[src/rtl/core/lcd_number_formatter_defines.svh]
// Assertion macros for the LCD number formatter.
// Expects signals named clock and reset in the module that uses them.
`ifndef LCD_NUMBER_FORMATTER_DEFINES_SVH
`define LCD_NUMBER_FORMATTER_DEFINES_SVH

// Property that must hold at every clock edge outside reset.
`define LCDNF_ASSERT(label, prop, msg) \
   label: assert property (@(posedge clock) disable iff (reset) (prop)) else $error(msg);

// Antecedent in this cycle implies consequent in the next one.
`define LCDNF_ASSERT_NEXT(label, pre, post, msg) \
   label: assert property (@(posedge clock) disable iff (reset) (pre) |=> (post)) \
      else $error(msg);

`endif

[src/rtl/core/lcdnf_pkg.sv]
// Shared types, codes and constants for the LCD number formatter.
// No dependencies.
package lcdnf_pkg;

   localparam int unsigned NUM_W      = 16;
   localparam int unsigned BCD_DIGITS = 5;

   localparam logic [2:0] OP_CHAR = 3'd0;
   localparam logic [2:0] OP_UDEC = 3'd1;
   localparam logic [2:0] OP_SDEC = 3'd2;
   localparam logic [2:0] OP_HEX  = 3'd3;
   localparam logic [2:0] OP_BIN  = 3'd4;

   localparam logic [1:0] LINE_FIRST  = 2'd1;
   localparam logic [1:0] LINE_SECOND = 2'd2;

   localparam logic [7:0] CURSOR_BASE  = 8'h80;
   localparam logic [7:0] LINE2_OFFSET = 8'h40;
   localparam logic [7:0] CHAR_ZERO    = 8'h30;
   localparam logic [7:0] CHAR_UPPER_A = 8'h41;
   localparam logic [7:0] CHAR_PLUS    = 8'h2B;
   localparam logic [7:0] CHAR_MINUS   = 8'h2D;

   typedef struct packed {
      logic [2:0]       op;
      logic [1:0]       line;
      logic [4:0]       column;
      logic [NUM_W-1:0] number;
      logic [4:0]       digit_count;
      logic [7:0]       char_code;
   } req_type;

   typedef struct packed {
      logic       reg_select;
      logic [7:0] bus_byte;
      logic       last;
   } rsp_type;

   // ASCII for one digit, '0'-'9' then 'A'-'F'.
   function automatic logic [7:0] digit_char(input logic [3:0] d);
      logic [7:0] d_ext;
      d_ext = {4'b0000, d};
      if (d < 4'd10) begin
         return CHAR_ZERO + d_ext;
      end else begin
         return CHAR_UPPER_A + d_ext - 8'd10;
      end
   endfunction

endpackage

[src/rtl/core/lcd_number_formatter.sv]
// Character LCD number formatter: one request in, a run of bus writes out.
// Depends on lcdnf_pkg and lcd_number_formatter_defines.svh.
//
// Usage:
//   A request transfers at a rising edge with start high and busy low. Ops 5 to
//   7 are dropped at once and busy stays low. Any other op raises busy.
//   The number is first shifted in one bit per cycle, through a
//   double-dabble BCD register for decimal or a nibble shift line for hex and
//   binary. The writes then follow one per cycle: cursor command (lines 1
//   and 2 only), then the character or sign, then the digits, most
//   significant first. Each write shows on rsp_data for one cycle with
//   rsp_valid high; last marks the final write of the request.
//   busy stays high from the request edge through the conversion and every
//   write, so the block takes no new request until the last write of the
//   one before is shown. A request makes at most 18 writes.
//   busy drops in the cycle the last write is shown, so a new request may
//   transfer while it is still on the result ports.
//   The receiver cannot stall: every write is taken in its one cycle.
//   Reset clears the sequencer and the result strobe; no request is pending.
`include "lcd_number_formatter_defines.svh"

module lcd_number_formatter
   import lcdnf_pkg::*;
#(
   parameter int unsigned MAX_DIGITS = 16
) (
   input  logic    clock,
   input  logic    reset,
   input  logic    start,
   output logic    busy,
   input  req_type req_data,
   output logic    rsp_valid,
   output rsp_type rsp_data
);

   localparam int unsigned CNT_W  = $clog2(MAX_DIGITS + 1);
   localparam int unsigned IDX_W  = (MAX_DIGITS > 1) ? $clog2(MAX_DIGITS) : 1;
   localparam int unsigned DIG_N  = (MAX_DIGITS > BCD_DIGITS) ? MAX_DIGITS : BCD_DIGITS;
   localparam int unsigned DIGF_W = 4 * DIG_N;
   localparam int unsigned BIT_W  = $clog2(NUM_W);

   typedef enum logic [2:0] {
      ST_IDLE,
      ST_CONVERT,
      ST_CURSOR,
      ST_LEAD,
      ST_DIGIT
   } state_type;

   state_type                  state_ff, state_in;
   logic [2:0]                 op_ff, op_in;
   logic [NUM_W-1:0]           value_ff, value_in;
   logic [DIG_N-1:0][3:0]      digits_ff, digits_in;
   logic [BIT_W-1:0]           bit_cnt_ff, bit_cnt_in;
   logic [CNT_W-1:0]           count_ff, count_in;
   logic [7:0]                 cursor_ff, cursor_in;
   logic [7:0]                 lead_ff, lead_in;
   logic                       has_cursor_ff, has_cursor_in;
   logic                       has_lead_ff, has_lead_in;
   logic                       rsp_valid_ff, rsp_valid_in;
   rsp_type                    rsp_data_ff, rsp_data_in;

   logic [BCD_DIGITS-1:0][3:0] dab;
   logic [BCD_DIGITS*4-1:0]    dab_flat;
   logic [DIGF_W-1:0]          digits_flat;
   logic                       bit_in;
   logic [CNT_W-1:0]           cnt_dec;
   logic [IDX_W-1:0]           digit_idx;
   logic [7:0]                 offset;
   state_type                  after_lead, after_cursor, after_convert;

   assign busy      = (state_ff != ST_IDLE);
   assign rsp_valid = rsp_valid_ff;
   assign rsp_data  = rsp_data_ff;

   assign bit_in      = value_ff[NUM_W-1];
   assign digits_flat = digits_ff;
   assign cnt_dec     = count_ff - 1'b1;
   assign digit_idx   = cnt_dec[IDX_W-1:0];
   assign offset      = (req_data.line == LINE_SECOND) ? LINE2_OFFSET : 8'h00;

   // Add 3 to any BCD digit of five or more before the shift.
   always_comb begin
      for (int j = 0; j < BCD_DIGITS; j++) begin
         dab[j] = (digits_ff[j] >= 4'd5) ? (digits_ff[j] + 4'd3) : digits_ff[j];
      end
      dab_flat = dab;
   end

   assign after_lead    = (count_ff != '0) ? ST_DIGIT : ST_IDLE;
   assign after_cursor  = has_lead_ff ? ST_LEAD : after_lead;
   assign after_convert = has_cursor_ff ? ST_CURSOR : after_cursor;

   always_comb begin
      state_in      = state_ff;
      op_in         = op_ff;
      value_in      = value_ff;
      digits_in     = digits_ff;
      bit_cnt_in    = bit_cnt_ff;
      count_in      = count_ff;
      cursor_in     = cursor_ff;
      lead_in       = lead_ff;
      has_cursor_in = has_cursor_ff;
      has_lead_in   = has_lead_ff;
      rsp_valid_in  = 1'b0;
      rsp_data_in   = rsp_data_ff;

      case (state_ff)
         ST_IDLE: begin
            if (start && (req_data.op inside {[OP_CHAR:OP_BIN]})) begin
               op_in      = req_data.op;
               bit_cnt_in = '0;
               digits_in  = '0;
               if ((req_data.op == OP_SDEC) && req_data.number[NUM_W-1]) begin
                  value_in = '0 - req_data.number;
               end else begin
                  value_in = req_data.number;
               end
               if (req_data.op == OP_CHAR) begin
                  count_in = '0;
               end else if (req_data.digit_count > 5'(MAX_DIGITS)) begin
                  count_in = CNT_W'(MAX_DIGITS);
               end else begin
                  count_in = CNT_W'(req_data.digit_count);
               end
               cursor_in = CURSOR_BASE
                           | ({3'b000, req_data.column} + 8'hFF + offset);
               has_cursor_in = (req_data.line == LINE_FIRST)
                               || (req_data.line == LINE_SECOND);
               has_lead_in = (req_data.op == OP_CHAR) || (req_data.op == OP_SDEC);
               if (req_data.op == OP_CHAR) begin
                  lead_in = req_data.char_code;
               end else if (req_data.number[NUM_W-1]) begin
                  lead_in = CHAR_MINUS;
               end else begin
                  lead_in = CHAR_PLUS;
               end
               state_in = ST_CONVERT;
            end
         end
         ST_CONVERT: begin
            value_in   = {value_ff[NUM_W-2:0], 1'b0};
            bit_cnt_in = bit_cnt_ff + 1'b1;
            case (op_ff)
               OP_UDEC, OP_SDEC: begin
                  digits_in = '0;
                  digits_in[BCD_DIGITS-1:0] = {dab_flat[BCD_DIGITS*4-2:0], bit_in};
               end
               OP_HEX: begin
                  digits_in = {digits_flat[DIGF_W-2:0], bit_in};
               end
               OP_BIN: begin
                  digits_in = {digits_ff[DIG_N-2:0], {3'b000, bit_in}};
               end
               default: begin
                  digits_in = digits_ff;
               end
            endcase
            if (bit_cnt_ff == BIT_W'(NUM_W - 1)) begin
               state_in = after_convert;
            end
         end
         ST_CURSOR: begin
            rsp_valid_in = 1'b1;
            rsp_data_in  = '{reg_select: 1'b0, bus_byte: cursor_ff,
                             last: (after_cursor == ST_IDLE)};
            state_in     = after_cursor;
         end
         ST_LEAD: begin
            rsp_valid_in = 1'b1;
            rsp_data_in  = '{reg_select: 1'b1, bus_byte: lead_ff,
                             last: (after_lead == ST_IDLE)};
            state_in     = after_lead;
         end
         ST_DIGIT: begin
            rsp_valid_in = 1'b1;
            rsp_data_in  = '{reg_select: 1'b1, bus_byte: digit_char(digits_ff[digit_idx]),
                             last: (cnt_dec == '0)};
            count_in     = cnt_dec;
            // Advance until the least significant digit has gone out.
            state_in     = (cnt_dec == '0) ? ST_IDLE : ST_DIGIT;
         end
         default: begin
            state_in = ST_IDLE;
         end
      endcase
   end

   always_ff @(posedge clock) begin
      if (reset) begin
         state_ff     <= ST_IDLE;
         rsp_valid_ff <= 1'b0;
      end else begin
         state_ff     <= state_in;
         rsp_valid_ff <= rsp_valid_in;
      end
      op_ff         <= op_in;
      value_ff      <= value_in;
      digits_ff     <= digits_in;
      bit_cnt_ff    <= bit_cnt_in;
      count_ff      <= count_in;
      cursor_ff     <= cursor_in;
      lead_ff       <= lead_in;
      has_cursor_ff <= has_cursor_in;
      has_lead_ff   <= has_lead_in;
      rsp_data_ff   <= rsp_data_in;
   end

   `LCDNF_ASSERT_NEXT(a_run_unbroken, rsp_valid && !rsp_data.last, rsp_valid,
                      "writes of one request must follow back to back")
   `LCDNF_ASSERT(a_free_after_last, !(rsp_valid && rsp_data.last) || !busy,
                 "busy must be low while the final write is shown")
   `LCDNF_ASSERT_NEXT(a_one_command, rsp_valid && !rsp_data.reg_select,
                      !(rsp_valid && !rsp_data.reg_select),
                      "at most one cursor command per request")
   `LCDNF_ASSERT_NEXT(a_busy_on_transfer,
                      start && !busy && (req_data.op == OP_CHAR || req_data.op == OP_UDEC
                      || req_data.op == OP_SDEC || req_data.op == OP_HEX
                      || req_data.op == OP_BIN),
                      busy, "a valid request must raise busy")

endmodule

[config.mk]
export PLATFORM = sky130hd
export DESIGN_NAME = lcd_number_formatter
export DESIGN_NICKNAME = d
export VERILOG_FILES = /design/src/rtl/core/lcdnf_pkg.sv /design/src/rtl/core/lcd_number_formatter.sv
export VERILOG_INCLUDE_DIRS = /design/src /design/src/rtl/core
export SDC_FILE = /design/constraint.sdc
export NUM_CORES = 1
export LEC_CHECK = 0
export BUFFER_PORTS_ARGS = -buffer_cell sky130_fd_sc_hd__buf_2
export CAP_MARGIN = 20
export CORE_ASPECT_RATIO = 0.7
export CORE_MARGIN = 2
export CORE_UTILIZATION = 45
export DETAILED_ROUTE_END_ITERATION = 8
export HOLD_SLACK_MARGIN = 0.06
export SYNTH_ARGS = -nofsm -noshare
export SYNTH_HDL_FRONTEND = slang
export SYNTH_SLANG_ARGS = --single-unit
[constraint.sdc]
create_clock -name clock -period 9.9 [get_ports clock]
set_input_delay 0 -clock clock [delete_from_list [all_inputs] [get_ports clock]]
set_output_delay 0 -clock clock [all_outputs]
set_load 0.02 [all_outputs]
# Yosys cells after proc, flatten, opt, wreduce, memory -nomap -nowiden
# Index checks and enable logic that the tools add are counted.
totals:
  latch_bits: 0
  in_bits: 42
  rom_bits: 0
  ram_bits: 0
  output_inout_bits: 12
  memories: 0
  ff_bits: 123
op_classes:
  magnitude_cmp: 10
  n_shift: 0
  addsub: 13
  mul: 0
  div: 0
  bitwise_logic: 0
  n_eq_ne: 15
  reduce_logical: 22
  n_mux: 32
op_table:
  columns: ["cell", "count"]
  rows:
  - ["one-hot mux 64 bit (3 select lines)", 1]
  - ["one-hot mux 64 bit (2 select lines)", 1]
  - ["2-to-1 mux 64 bit", 1]
  - ["2-to-1 mux 16 bit", 2]
  - ["one-hot mux 16 bit (2 select lines)", 1]
  - ["one-hot mux 10 bit (3 select lines)", 1]
  - ["2-to-1 mux 3 bit", 8]
  - ["2-to-1 mux 4 bit", 6]
  - [">= comparator 4 x 3 -> 1 bit, second input constant", 5]
  - ["adder 4 x 2 -> 4 bit, second input constant", 4]
  - ["binary-select mux 4 bit (select 4 bit)", 1]
  - ["2-to-1 mux 8 bit", 2]
  - ["subtractor 1 x 16 -> 16 bit, first input constant", 1]
  - ["== test 3 x 2 -> 1 bit, second input constant", 5]
  - ["2-to-1 mux 5 bit", 3]
  - ["one-hot mux 3 bit (5 select lines)", 1]
  - ["logical NOT 3 bit", 4]
  - ["one-hot mux 5 bit (2 select lines)", 1]
  - ["adder 7 x 4 -> 8 bit, first input constant", 1]
  - ["one-hot mux 4 bit (2 select lines)", 1]
  - ["AND reduction 2 bit", 4]
  - ["subtractor 8 x 4 -> 8 bit, second input constant", 1]
  - ["adder 6 x 1 -> 7 bit, second input constant", 1]
  - ["adder 6 x 4 -> 7 bit, first input constant", 1]
  - ["27 further kinds", 35]

# Longest topological paths before layout
logic_depth:
  ltp_word: 7
  depth_mapped: 15
  depth_no_buf: 11

# Least setup slack after synthesis
# OpenSTA, ideal clock, no wires.
synth_timing:
  path_kind: "reg2reg"
  start: "register op_ff[1]"
  end: "register digits_ff[0] in the netlist's numbering, enable pin"
  path_stages_with_launch: 7
  period_less_slack_ps: 6343
  t_required_ps: 9326
  t_arrival_ps: 5768
  path_slack_ps: 3557
  path_buffers: 2
  path_cell_list: "edfxtp_1 > nor2_1 > and2_1 > clkbuf_1 > clkbuf_1 > nor2_1 > o21ai_0"
synth_via:
  elab_chain_cells: 4
  word_cells_on_any_way: 7
synth_rtl:
  columns: ["item", "line", "rtl"]
  rows:
  - ["start, declared", "lcd_number_formatter.sv:51", "logic [2:0] op_ff, op_in;"]
  - ["start signal, assigned", "lcd_number_formatter.sv:197", "op_ff <= op_in;"]
  - ["== test 3 x 1 -> 1 bit or == test 3 x 2 -> 1 bit (tied branches)", "lcd_number_formatter.sv:144", "case (op_ff)"]
  - ["OR reduction 2 bit", "lcd_number_formatter.sv:144", null]
  - ["inequality test 4 x 1 -> 1 bit (no source line) (*)", null, null]
  - ["AND reduction 3 bit (no source line) (*)", null, null]
  - ["end signal, assigned", "lcd_number_formatter.sv:199", "digits_ff <= digits_in;"]
  - ["end, declared", "lcd_number_formatter.sv:53", "logic [DIG_N-1:0][3:0] digits_ff, digits_in;"]
# Every way passes the cells marked *; elsewhere a longest branch is shown, timed or not.
# A chain may end at the register's enable or synchronous reset.

==> impl_metrics.py <==
metrics = {
    "critical_path": {
        "required_ns": 10.06,
        "cp_max_fo": 26,
        "worst_setup_path_end_kind": "flop",
        "arrival_ns": 4.53,
        "crit_type": "flop to flop",
        "cp-start-kind": "flop",
    },
    "die": {
        "die_h_um": 107.3,
        "core_um2": 14810,
        "rows": 37,
        "pin_count": 54,
        "initial_core_util_pct": 46.34,
        "die_w_um": 151.6,
        "die_area_um2": 16280,
    },
    "synth": {
        "synth.distinct_cells": 55,
        "synth_ff_type": "edfxtp_1",
        "async_flop_share_pct": 0,
        "synth_seq_cells": 123,
        "synth.most_common_cell": "edfxtp_1",
        "synth.avg_cell_area_um2": 10.78,
        "syn_nets": 696,
        "syn_area_um2": 6865,
        "seq_area_frac_synth_pct": 53.22,
        "synth_edf_count": 119,
        "syn_inst": 637,
        "yosysWarnings": 0,
        "synth.area.top_cells": "edfxtp_1, nor2_1, a22oi_1",
        "yosys.area.top_type_share_pct": 52.05,
        "yosys-top-cells-count": "edfxtp_1, nor2_1, a22oi_1, a21oi_1",
        "yosysTopAreaCell": "edfxtp_1",
    },
    "global_routing": {
        "antenna_found_initial": 0,
        "overflow": 0,
        "grt_pass1_wl_um": 27610,
        "grt_max_degree": 101,
        "grtUsageTotal_pct": 22.27,
        "grt_pass1_vias": 5198,
    },
    "timing": {
        "tightest_slew_ns": 1.099,
        "slew_headroom_pct": 26.76,
        "fmax_mhz": 229.0,
        "fin_setup_tns_ns": 0,
        "drv_slew": 0,
        "finalHoldViolations": 0,
        "setup_ws_ns": 5.534,
        "rsz0062_at_grt": "false",
        "hold_slack_ns": 0.09696,
        "fin_skew_ns": 0.009848,
        "fin_crit_ns": 4.366,
        "fin_crit_sh_pct": 44.10,
        "setup_violations": 0,
    },
    "placement": {
        "dp.cells": 856,
        "preCtsSetupSlack_ns": 5.597,
        "hpwl_um": 11520,
        "portBuffers": 53,
        "gp_congestion": 0.8746,
    },
    "cts": {
        "clockBufferDepth": 2,
        "cts.clk_slew.worst_paths_ns": 0.06,
        "clk_latency_ns": 0.41,
        "clock-sinks": 123,
        "cts_buffers": 17,
        "root_buffer": "clkbuf_16",
        "cts_htree_levels": 4,
        "cts_tree": "yes",
    },
    "layout": {
        "drive_gt1_share_pct": 15.49,
        "area_growth_pct": 22.00,
        "num-nets-final": 783,
        "fin_cells": 931,
        "seq_area_um2": 3654,
        "fillerInstances": 1257,
        "multi_input_area_um2": 2975,
        "insertedDiodeCount": 0,
        "final_util_pct": 56.54,
    },
    "hold_path": {
        "hold_path_class": "input port to flop",
    },
    "drt": {
        "viasPerCell": 5.881,
        "wl_per_cell_um": 18.69,
        "ant_nets": 0,
        "wirelength_um": 17400,
        "initialDrtViolationCount": 549,
        "drcViolationCount": 0,
        "drtPass1Iterations": 5,
        "vias": 5475,
    },
    "status": {
        "status": "finished clean",
    },
    "power_and_ir_drop": {
        "vdd.ir_drop.worst_mv": 0.09719,
        "p_leak_nw": 3.133,
        "powerDensity_nw_per_um2": 188.0,
    },
    "job": {
        "maxCapViolCount": 0,
    },
}
cells by family after synthesis:
group	after synthesis	share of synthesized area, %
multiplexers	28	6.124
AND/OR/NAND/NOR	209	13.47
buffers and inverters	69	3.918
adder cells (fa/ha/maj)	17	3.098
AO/OA/AOI/OAI	163	16.38
XOR/XNOR	28	3.791
flip-flops	123	53.22
state kept, by name, indices dropped and copies added (netlist names), 3 cells and up:
register,flops
bit_cnt_ff,4
value_ff,16
count_ff,5
lead_ff,8
state_ff,3
digits_ff,64
op_ff,3
cursor_ff,7
rsp_data,10
per-layer routing:
layer | track usage (%) | vias up | part of all wire (%)
li1 | - | 2557 | -
met1 | 34.44 | 2662 | 48
met2 | 30.51 | 230 | 42
met3 | 5.678 | 26 | 8.6
met4 | 6.548 | 0 | 1.5
met5 | 0 | - | 0
report_power, final:
group          switching (mW)  leakage [nW]  internal [mW]  total [mW]
registers              0.0462          1.18          0.630       0.676
logic                   0.138          1.66          0.102       0.240
clock network           0.238         0.293          0.421       0.658
total                   0.422          3.13           1.15        1.57
through the flow:
stage               power, mW  instance area, um2
floorplan              0.8374                6865
global placement       0.9003                7315
detailed placement     0.9081                7315
CTS                     1.579                8376
global route            1.636                8376
finish                  1.574                8376
timing repair:
item	4_1_cts	5_1_grt
hold buffers	44	0
endpoints found under the hold margin	45	0
gates resized for setup	0	0
setup buffers	0	0
layout by cell type (no fill, tap or decap), drive strengths merged, types with 3 or more instances in the layout:
cell type and count:
and3 3, a21o 11, nand2b 12, dlygate4sd3 44, a211oi 3, nand2 31, a31oi 6, mux4 11
o21ai 26, o22ai 3, bufinv 4, clkbuf 17, a221o 4, a22oi 49, nor2 112, a221oi 4
inv 34, nand3 16, xnor2 19, nand4 4, edfxtp 119, buf 60, mux2i 15, nor3b 4
ha 17, a222oi 8, nor3 16, xor2 9, clkinv 6, clkinvlp 3, and2 5, a21oi 34
a22o 3, dfxtp 4
worst paths after layout:
path | start | endpoint | slack (ns) | depth (start not counted)
worst min register to register | lead_ff[7] | rsp_data[8] | 0.54 | 1
worst max-delay path | count_ff[0] | rsp_data[3] | 5.53 | 11
worst max register to register | count_ff[0] | rsp_data[3] | 5.53 | 11
worst min-delay path | start | state_ff[0] | 0.1 | 5
worst max-delay path: stages, from the launching register on:
cell and delay [ns]:
edfxtp_1 0.99, inv_2 0.22, ha_1 1.10, mux2_2 0.35, nor3_1 0.05, a311oi_1 0.34
o21ai_0 0.19, ha_1 0.27, inv_1 0.07, or2_1 0.14, mux2i_1 0.08, a211o_1 0.31
final cells by class:
type | instances | share of cell area (%)
Clock buffer | 17 | 5.079
Clock inverter | 14 | 2.330
Multi-Input combinational cell | 445 | 35.52
Sequential cell | 123 | 43.62
Tap cell | 195 | 2.913
Inverter | 33 | 1.479
Timing Repair Buffer | 104 | 9.053
Power figures use the tool's default switching activity.
